`src/pfd_pkg.sv`:
```
// Shared constants, types and saturation helpers for the filtered-derivative PID block.
package pfd_pkg;

	localparam int DataW    = 32;
	localparam int FracBits = 16;
	localparam int PeriodW  = 31;
	localparam int CfgIdxW  = 3;
	localparam int OpW      = DataW + 1;
	localparam int ProdW    = 2 * OpW;
	localparam int DivBits  = DataW + 1 + FracBits;
	localparam int DivCntW  = $clog2(DivBits + 1);

	typedef logic signed [DataW-1:0] word_t;
	typedef logic signed [ProdW-1:0] wide_t;

	localparam word_t WordMax = {1'b0, {(DataW-1){1'b1}}};
	localparam word_t WordMin = {1'b1, {(DataW-1){1'b0}}};
	localparam word_t One     = word_t'(1) <<< FracBits;

	typedef enum logic [CfgIdxW-1:0] {
		CFG_PROP_GAIN     = 3'd0,
		CFG_INTEG_GAIN    = 3'd1,
		CFG_DERIV_GAIN    = 3'd2,
		CFG_INTEG_FLOOR   = 3'd3,
		CFG_INTEG_CEILING = 3'd4,
		CFG_FILTER_WEIGHT = 3'd5
	} cfg_idx_t;

	typedef enum logic [3:0] {
		S_IDLE,
		S_ERR,
		S_P,
		S_I1,
		S_I2,
		S_I3,
		S_I4,
		S_DIV,
		S_M1,
		S_M2,
		S_M3,
		S_D,
		S_R,
		S_EMIT
	} state_t;

	typedef struct packed {
		logic               done;
		logic [DivBits-1:0] quot;
	} div_res_t;

	// saturate a wide signed value to one data word
	function automatic word_t sat_w(input wide_t x);
		logic [ProdW-DataW:0] top;
		top = x[ProdW-1:DataW-1];
		if (&top || ~|top) begin
			return x[DataW-1:0];
		end
		return x[ProdW-1] ? WordMin : WordMax;
	endfunction

	function automatic wide_t sext(input word_t v);
		return {{(ProdW-DataW){v[DataW-1]}}, v};
	endfunction

endpackage

```
`src/pfd_if.sv`:
```
// Valid/ready channel interfaces for the sample and result items.
interface pfd_sample_if
	import pfd_pkg::*;
();
	logic                       valid;
	logic                       ready;
	logic signed [DataW-1:0]    target_value;
	logic signed [DataW-1:0]    sensed_value;
	logic        [PeriodW-1:0]  period;

	modport source(output valid, target_value, sensed_value, period, input ready);
	modport sink(input valid, target_value, sensed_value, period, output ready);
endinterface

interface pfd_result_if
	import pfd_pkg::*;
();
	logic                    valid;
	logic                    ready;
	logic signed [DataW-1:0] drive;

	modport source(output valid, drive, input ready);
	modport sink(input valid, drive, output ready);
endinterface

```
`src/pfd_div.sv`:
```
// Restoring divider, one quotient bit per cycle, unsigned dividend by the period.
module pfd_div
	import pfd_pkg::*;
(
	input  logic               clk,
	input  logic               arst_n,
	input  logic               start,
	input  logic [DivBits-1:0] dividend,
	input  logic [PeriodW-1:0] divisor,
	output div_res_t           res
);

	logic [PeriodW-1:0] rem_q;
	logic [DivBits-1:0] quo_q;
	logic [PeriodW-1:0] dvs_q;
	logic [DivCntW-1:0] cnt_q;
	logic               busy_q;
	logic               done_q;
	logic [PeriodW:0]   trial;
	logic [PeriodW:0]   diff;
	logic               ge;

	assign trial = {rem_q, quo_q[DivBits-1]};
	assign diff  = trial - {1'b0, dvs_q};
	assign ge    = trial >= {1'b0, dvs_q};

	always_ff @(posedge clk or negedge arst_n) begin
		if (!arst_n) begin
			busy_q <= 1'b0;
			done_q <= 1'b0;
			cnt_q  <= '0;
		end else begin
			done_q <= 1'b0;
			if (start) begin
				busy_q <= 1'b1;
				cnt_q  <= DivCntW'(DivBits);
			end else if (busy_q) begin
				cnt_q <= cnt_q - 1'b1;
				if (cnt_q == DivCntW'(1)) begin
					busy_q <= 1'b0;
					done_q <= 1'b1;
				end
			end
		end
	end

	always_ff @(posedge clk) begin
		if (start) begin
			rem_q <= '0;
			quo_q <= dividend;
			dvs_q <= divisor;
		end else if (busy_q) begin
			// remainder stays below the divisor, so it fits the period width
			rem_q <= ge ? diff[PeriodW-1:0] : trial[PeriodW-1:0];
			quo_q <= {quo_q[DivBits-2:0], ge};
		end
	end

	assign res.done = done_q;
	assign res.quot = quo_q;

endmodule

```
`src/pid_filtered_derivative.sv`:
```
// PID controller with low-pass filtered derivative: sequencer, shared multiplier, state.
//
//  channel | dir | handshake     | payload
//  sample  | in  | valid/ready   | target_value, sensed_value, period
//  result  | out | valid/ready   | drive
//  cfg     | in  | cfg_we        | cfg_index, cfg_data
//
// Each item takes the idle cycle, 12 sequencer steps around one shared 33x33 multiplier
// and a wait on the bit-serial slope divider (49 quotient bits plus its done strobe).
// A zero period goes from the error step straight to emit, with a zero drive.
// sample.ready is high only in the idle state.
// The result register holds a finished item while the next one is taken and worked on.
// Reset clears the integrator, previous error, filtered slope, gains and result valid.
module pid_filtered_derivative
	import pfd_pkg::*;
(
	input  logic               clk,
	input  logic               arst_n,
	pfd_sample_if.sink         sample,
	pfd_result_if.source       result,
	input  logic               cfg_we,
	input  logic [CfgIdxW-1:0] cfg_index,
	input  logic [DataW-1:0]   cfg_data
);

	state_t state_q, state_d;

	word_t kp_q, ki_q, kd_q, floor_q, ceil_q, fw_q;
	word_t acc_q, last_q, slope_q;
	word_t sp_q, ms_q, err_q, p_q, t_q, raw_q, res_q, drive_q;
	logic [PeriodW-1:0] dt_q;
	wide_t prod_q, sum_q;
	logic  out_valid_q, div_neg_q;

	logic signed [OpW-1:0] mul_a, mul_b;
	wide_t                 mul_p;
	logic                  out_free;
	logic                  div_start;
	div_res_t              div_res;

	logic signed [DataW:0] err_wide, diff;
	logic [DataW:0]        diff_mag;
	logic signed [OpW-1:0] wgt, wgt_c;
	word_t                 inc, acc_sum, d_term;
	logic signed [DataW+1:0] res_sum;
	logic signed [DivBits:0] raw_s;

	assign out_free = !out_valid_q || result.ready;
	assign mul_p    = mul_a * mul_b;

	assign err_wide = {sp_q[DataW-1], sp_q} - {ms_q[DataW-1], ms_q};
	assign diff     = {err_q[DataW-1], err_q} - {last_q[DataW-1], last_q};
	assign diff_mag = diff[DataW] ? (DataW+1)'(0) - diff : diff;

	always_comb begin
		if (fw_q[DataW-1]) begin
			wgt = '0;
		end else if (fw_q > One) begin
			wgt = {1'b0, One};
		end else begin
			wgt = {1'b0, fw_q};
		end
		wgt_c = {1'b0, One} - wgt;
	end

	assign inc     = sat_w(prod_q >>> FracBits);
	assign acc_sum = sat_w(sext(acc_q) + sext(inc));
	assign d_term  = sat_w(prod_q >>> FracBits);
	assign res_sum = {{2{p_q[DataW-1]}}, p_q} + {{2{acc_q[DataW-1]}}, acc_q}
		+ {{2{d_term[DataW-1]}}, d_term};
	assign raw_s   = div_neg_q ? -$signed({1'b0, div_res.quot}) : $signed({1'b0, div_res.quot});

	pfd_div u_div (
		.clk      (clk),
		.arst_n   (arst_n),
		.start    (div_start),
		.dividend ({diff_mag, {FracBits{1'b0}}}),
		.divisor  (dt_q),
		.res      (div_res)
	);

	// next state
	always_comb begin
		state_d = state_q;
		unique case (state_q)
			S_IDLE: if (sample.valid) state_d = S_ERR;
			S_ERR:  state_d = (dt_q == '0) ? S_EMIT : S_P;
			S_P:    state_d = S_I1;
			S_I1:   state_d = S_I2;
			S_I2:   state_d = S_I3;
			S_I3:   state_d = S_I4;
			S_I4:   state_d = S_DIV;
			S_DIV:  if (div_res.done) state_d = S_M1;
			S_M1:   state_d = S_M2;
			S_M2:   state_d = S_M3;
			S_M3:   state_d = S_D;
			S_D:    state_d = S_R;
			S_R:    state_d = S_EMIT;
			S_EMIT: if (out_free) state_d = S_IDLE;
			default: state_d = S_IDLE;
		endcase
	end

	// outputs: handshake, multiplier operands, divider start
	always_comb begin
		sample.ready = 1'b0;
		div_start    = 1'b0;
		mul_a        = '0;
		mul_b        = '0;
		unique case (state_q)
			S_IDLE: sample.ready = 1'b1;
			S_P: begin
				mul_a = OpW'(kp_q);
				mul_b = OpW'(err_q);
			end
			S_I1: begin
				mul_a = OpW'(ki_q);
				mul_b = OpW'(err_q);
			end
			S_I3: begin
				mul_a = OpW'(t_q);
				mul_b = $signed({2'b00, dt_q});
			end
			S_I4: div_start = 1'b1;
			S_M1: begin
				mul_a = wgt;
				mul_b = OpW'(raw_q);
			end
			S_M2: begin
				mul_a = wgt_c;
				mul_b = OpW'(slope_q);
			end
			S_D: begin
				mul_a = OpW'(kd_q);
				mul_b = OpW'(slope_q);
			end
			default: ;
		endcase
	end

	always_ff @(posedge clk or negedge arst_n) begin
		if (!arst_n) begin
			state_q     <= S_IDLE;
			out_valid_q <= 1'b0;
			kp_q        <= '0;
			ki_q        <= '0;
			kd_q        <= '0;
			floor_q     <= -(One >>> 1);
			ceil_q      <= One >>> 1;
			fw_q        <= One;
			acc_q       <= '0;
			last_q      <= '0;
			slope_q     <= '0;
		end else begin
			state_q <= state_d;
			if (cfg_we) begin
				case (cfg_index)
					CFG_PROP_GAIN:     kp_q    <= cfg_data;
					CFG_INTEG_GAIN:    ki_q    <= cfg_data;
					CFG_DERIV_GAIN:    kd_q    <= cfg_data;
					CFG_INTEG_FLOOR:   floor_q <= cfg_data;
					CFG_INTEG_CEILING: ceil_q  <= cfg_data;
					CFG_FILTER_WEIGHT: fw_q    <= cfg_data;
					default: ;
				endcase
			end
			if (state_q == S_EMIT && out_free) begin
				out_valid_q <= 1'b1;
			end else if (result.ready) begin
				out_valid_q <= 1'b0;
			end
			if (state_q == S_I4) begin
				// floor is tested first, so it wins over the ceiling for sums below the floor
				if (acc_sum < floor_q) begin
					acc_q <= floor_q;
				end else if (acc_sum > ceil_q) begin
					acc_q <= ceil_q;
				end else begin
					acc_q <= acc_sum;
				end
			end
			if (state_q == S_M3) slope_q <= sat_w((sum_q + prod_q) >>> FracBits);
			if (state_q == S_R) last_q <= err_q;
		end
	end

	always_ff @(posedge clk) begin
		prod_q <= mul_p;
		unique case (state_q)
			S_IDLE: begin
				sp_q <= sample.target_value;
				ms_q <= sample.sensed_value;
				dt_q <= sample.period;
			end
			S_ERR: begin
				err_q <= sat_w({{(ProdW-DataW-1){err_wide[DataW]}}, err_wide});
				res_q <= '0;
			end
			S_I1: p_q <= sat_w(prod_q >>> FracBits);
			S_I2: t_q <= sat_w(prod_q >>> FracBits);
			S_I4: div_neg_q <= diff[DataW];
			S_DIV: raw_q <= sat_w({{(ProdW-DivBits-1){raw_s[DivBits]}}, raw_s});
			S_M2: sum_q <= prod_q;
			S_R: res_q <= sat_w({{(ProdW-DataW-2){res_sum[DataW+1]}}, res_sum});
			S_EMIT: if (out_free) drive_q <= res_q;
			default: ;
		endcase
	end

	assign result.valid = out_valid_q;
	assign result.drive = drive_q;

endmodule
```
`src/flat_wrapper.sv`:
```
// flat-port wrapper written by rule: the top's interface ports become plain ports
module pid_filtered_derivative_flat import pfd_pkg::*;
  (clk, arst_n, cfg_we, cfg_index, cfg_data, sample_valid, sample_target_value, sample_sensed_value, sample_period, sample_ready, result_valid, result_drive, result_ready);
  pfd_sample_if sample_i ();
  pfd_result_if result_i ();
  input  logic clk;
  input  logic arst_n;
  input  logic cfg_we;
  input  logic [CfgIdxW-1:0] cfg_index;
  input  logic [DataW-1:0] cfg_data;
  input wire logic [$bits(sample_i.valid)-1:0] sample_valid;
  input wire logic [$bits(sample_i.target_value)-1:0] sample_target_value;
  input wire logic [$bits(sample_i.sensed_value)-1:0] sample_sensed_value;
  input wire logic [$bits(sample_i.period)-1:0] sample_period;
  output wire logic [$bits(sample_i.ready)-1:0] sample_ready;
  output wire logic [$bits(result_i.valid)-1:0] result_valid;
  output wire logic [$bits(result_i.drive)-1:0] result_drive;
  input wire logic [$bits(result_i.ready)-1:0] result_ready;
  assign sample_i.valid = sample_valid;
  assign sample_i.target_value = sample_target_value;
  assign sample_i.sensed_value = sample_sensed_value;
  assign sample_i.period = sample_period;
  assign sample_ready = sample_i.ready;
  assign result_valid = result_i.valid;
  assign result_drive = result_i.drive;
  assign result_i.ready = result_ready;
  pid_filtered_derivative u_core (.clk(clk), .arst_n(arst_n), .sample(sample_i), .result(result_i), .cfg_we(cfg_we), .cfg_index(cfg_index), .cfg_data(cfg_data));
endmodule
```
`config.mk`:
```
export PLATFORM = sky130hd
export DESIGN_NAME = pid_filtered_derivative_flat
export DESIGN_NICKNAME = d
export VERILOG_FILES = /design/src/pfd_pkg.sv /design/src/pfd_if.sv /design/src/pfd_div.sv /design/src/pid_filtered_derivative.sv /design/src/flat_wrapper.sv
export SDC_FILE = /design/constraint.sdc
export NUM_CORES = 2
export LEC_CHECK = 0
export BUFFER_PORTS_ARGS = -buffer_cell sky130_fd_sc_hd__clkbuf_2
export CAP_MARGIN = 5
export CORE_UTILIZATION = 49
export CTS_BUF_LIST = sky130_fd_sc_hd__clkbuf_2
export CTS_CLUSTER_SIZE = 12
export DETAILED_ROUTE_END_ITERATION = 7
export SLEW_MARGIN = 25
export SYNTH_ARGS = -nofsm -noshare
export SYNTH_HDL_FRONTEND = slang
export SYNTH_SLANG_ARGS = --single-unit
```
`constraint.sdc`:
```
create_clock -name clk -period 14.93 [get_ports clk]
set_clock_uncertainty 0.2 [all_clocks]
set_input_delay 0.7465 -clock clk [delete_from_list [all_inputs] [get_ports clk]]
set_output_delay 0.7465 -clock clk [all_outputs]
set_load 0.005 [all_outputs]
```
==> impl_metrics.toml <==
[drt]
via_per_inst = 5.77
drt-wirelength-per-cell_um = 24.5
wirelength_um = 288000
drc = 0
first_pass_iters = 8
route.antenna.remaining_nets = 0
vias = 67896
drt-initial-drc-count = 5873

[sta]
setup_viol = 0
period_share_pct = 92.2
drv_slew = 0
fin_setup_tns_ns = 0
grt_setup_unrepaired = "false"
relSlewSlack_pct = 22.4
worstMarginPinSlew_ns = 1.16
finalCriticalPeriod_ns = 13.76
clock.fmax_mhz = 72.7
hold_viol = 0

[clock_network]
post-cts-setup-buffers = 0
cts_buffer_depth = 3
root_buffer = "clkbuf_2"
worst_skew_pair.late_latency_ns = 1.62
cts_tree = "done"
cts.sinks = 832
h-tree-depth = 4
path_clk_slew_ns = 0.11
cts_made_buffers = 202

[min_path]
hp-start = "u_core.res_q[19]"
hold_depth = 0
hp-class = "reg2reg"

[run]
drv_cap = 0

[critical_path]
cpPeakStageDelay_ns = 0.76
required_ns = 16.22
arrival_ns = 15.05
worstSetupEndpointType = "flip-flop"
critPathSlowestCell = "nand3_1"
start_kind = "flip-flop"
critPathMaxFanout = 14
crit_top_cell = "fa_1"
cp-startpoint = "u_core.fw_q[2]"
reg2reg_from = "u_core.fw_q[2]"
path_class = "reg2reg"
reg2reg_depth = 38

[layout]
final_common_cell = "inv_1"
layout_common_cells = "inv_1 (1421), fa_1 (1160), nand2_1 (1010)"
area_growth_pct = 10.4
drive_above_1_share_pct = 10.4
reg_top3 = "u_core.prod_q (66), u_core.sum_q (66), u_core.u_div.quo_q (49)"
final_nets = 11061

[die]
core_um2 = 172000
io-pin-count = 169
die_x_um = 418
fp.dieH_um = 418
rows = 152
dieArea_um2 = 175000
start_util_pct = 49.4

[synthesis]
avgSynthCellArea_um2 = 9.64
synth_edf_count = 418
seq_area_frac_synth_pct = 26.3
yosys_warnings = 0
synth-seq-cells = 832
syn-cell-area_um2 = 85000
synthCells = 8813
synth_flop_cell = "edfxtp_1"
synth_nets = 10615
synth-async-reset-ratio_pct = 36.2
yosysUniqueCellTypes = 94

[global_route]
grt.met3_usage_pct = 6.05
grt_util_met2_pct = 53.6
antenna_found_initial = 24
grtUsageMet1_pct = 44.0
first_global_vias = 69151
grt.overflow.total = 0
grt_usage_pct = 33.2
grt_pass1_wl_um = 432000
grt_max_degree = 99
grt.busiest_layer = "met2"

[status]
outcome = "finished, final reports clean"

[placement]
dpl.hpwl_um = 221000
port_buffers = 168
gp_congestion = 0.980
## per-stage QoR
step                utilization (%)  hold slack (ns)  setup WS (ns)  instance area, um2  std cells
global placement               51.6            0.202           1.66               88800      11058
finish                         54.6            0.206           1.17               93900      11757
floorplan                         -            0.200           2.87               85000       8813
global route                   54.6            0.106          0.565               93900      11755
detailed placement             51.7            0.205           1.46               88800      11061
CTS                            54.5         0.000560           1.41               93800      11739
## what timing repair did
item	in CTS	in global routing
endpoints found under the hold margin	556	0
gates resized for setup	0	0
setup endpoints to repair	0	0
hold buffers	301	0
## cell usage after synthesis, drive strengths merged (76+ instances only)
| cell | number | area share [%] |
|---|---|---|
| inv | 1422 | 6.3 |
| fa | 1160 | 27 |
| nand2 | 1014 | 4.5 |
| nor2 | 673 | 3.1 |
| ha | 507 | 7.5 |
| edfxtp | 418 | 15 |
| a21oi | 410 | 2.4 |
| o21ai | 395 | 2.3 |
| clkbuf | 333 | 1.5 |
| dfrtp | 282 | 8.3 |
| mux2 | 179 | 2.4 |
| xnor2 | 168 | 1.7 |
| a21o | 165 | 1.5 |
| xor2 | 149 | 1.5 |
| dfxtp | 113 | 2.7 |
| nand3 | 103 | 0.62 |
| a22oi | 98 | 0.87 |
| and2 | 90 | 0.66 |
| nand4 | 87 | 0.65 |
| nor3 | 76 | 0.45 |
## logic make-up after synthesis
logic type | Yosys count | synth area share, %
AO/OA/AOI/OAI | 1598 | 12.1
XOR/XNOR | 317 | 3.27
adder cells (fa/ha/maj) | 1680 | 34.9
buffers and inverters | 1820 | 8.14
flip-flops | 832 | 26.3
multiplexers | 243 | 3.13
AND/OR/NAND/NOR | 2323 | 12.1
## worst paths after layout
| kind | end | slack, ns |
|---|---|---|
| min in group asynchronous | u_core.ceil_q[15] | 0.69 |
| worst min-delay path | u_core.result.drive[19] | 0.21 |
| max in group asynchronous | u_core.slope_q[0] | 12.30 |
| worst max-delay path | u_core.prod_q[62] | 1.17 |
| worst max register to register | u_core.prod_q[62] | 1.17 |
| worst min register to register | u_core.result.drive[19] | 0.21 |
## routing by layer
layer  wire length [um]  share of wire, %
met5                 92             0.032
met4              13300               4.6
met3              22100               7.7
met2             135000                47
met1             118000                41
## area by class of cell
type | instances | area, um2
diodes | 15 | 37.5
clock buffers | 302 | 1510
clock inverters | 75 | 412
fillers | 15761 | 78100
inverters | 1423 | 5340
multi-input cells | 6161 | 56100
flip-flops and latches | 832 | 22400
well taps | 2310 | 2890
repair buffers | 639 | 5240
## critical path, delay by kind of cell (launching register included)
| kind | cells | cell delay [ns] |
|---|---|---|
| AND/OR/NAND/NOR | 13 | 4.85 |
| adder cells (fa/ha/maj) | 10 | 4.63 |
| AO/OA/AOI/OAI | 10 | 2.82 |
| buffers and inverters | 4 | 0.52 |
| flip-flops | 1 | 0.44 |
| XOR/XNOR | 1 | 0.16 |
Power is left out: the tool's default activity adds up to more than one toggle a clock period on the data nets, which glitch-free logic cannot reach.
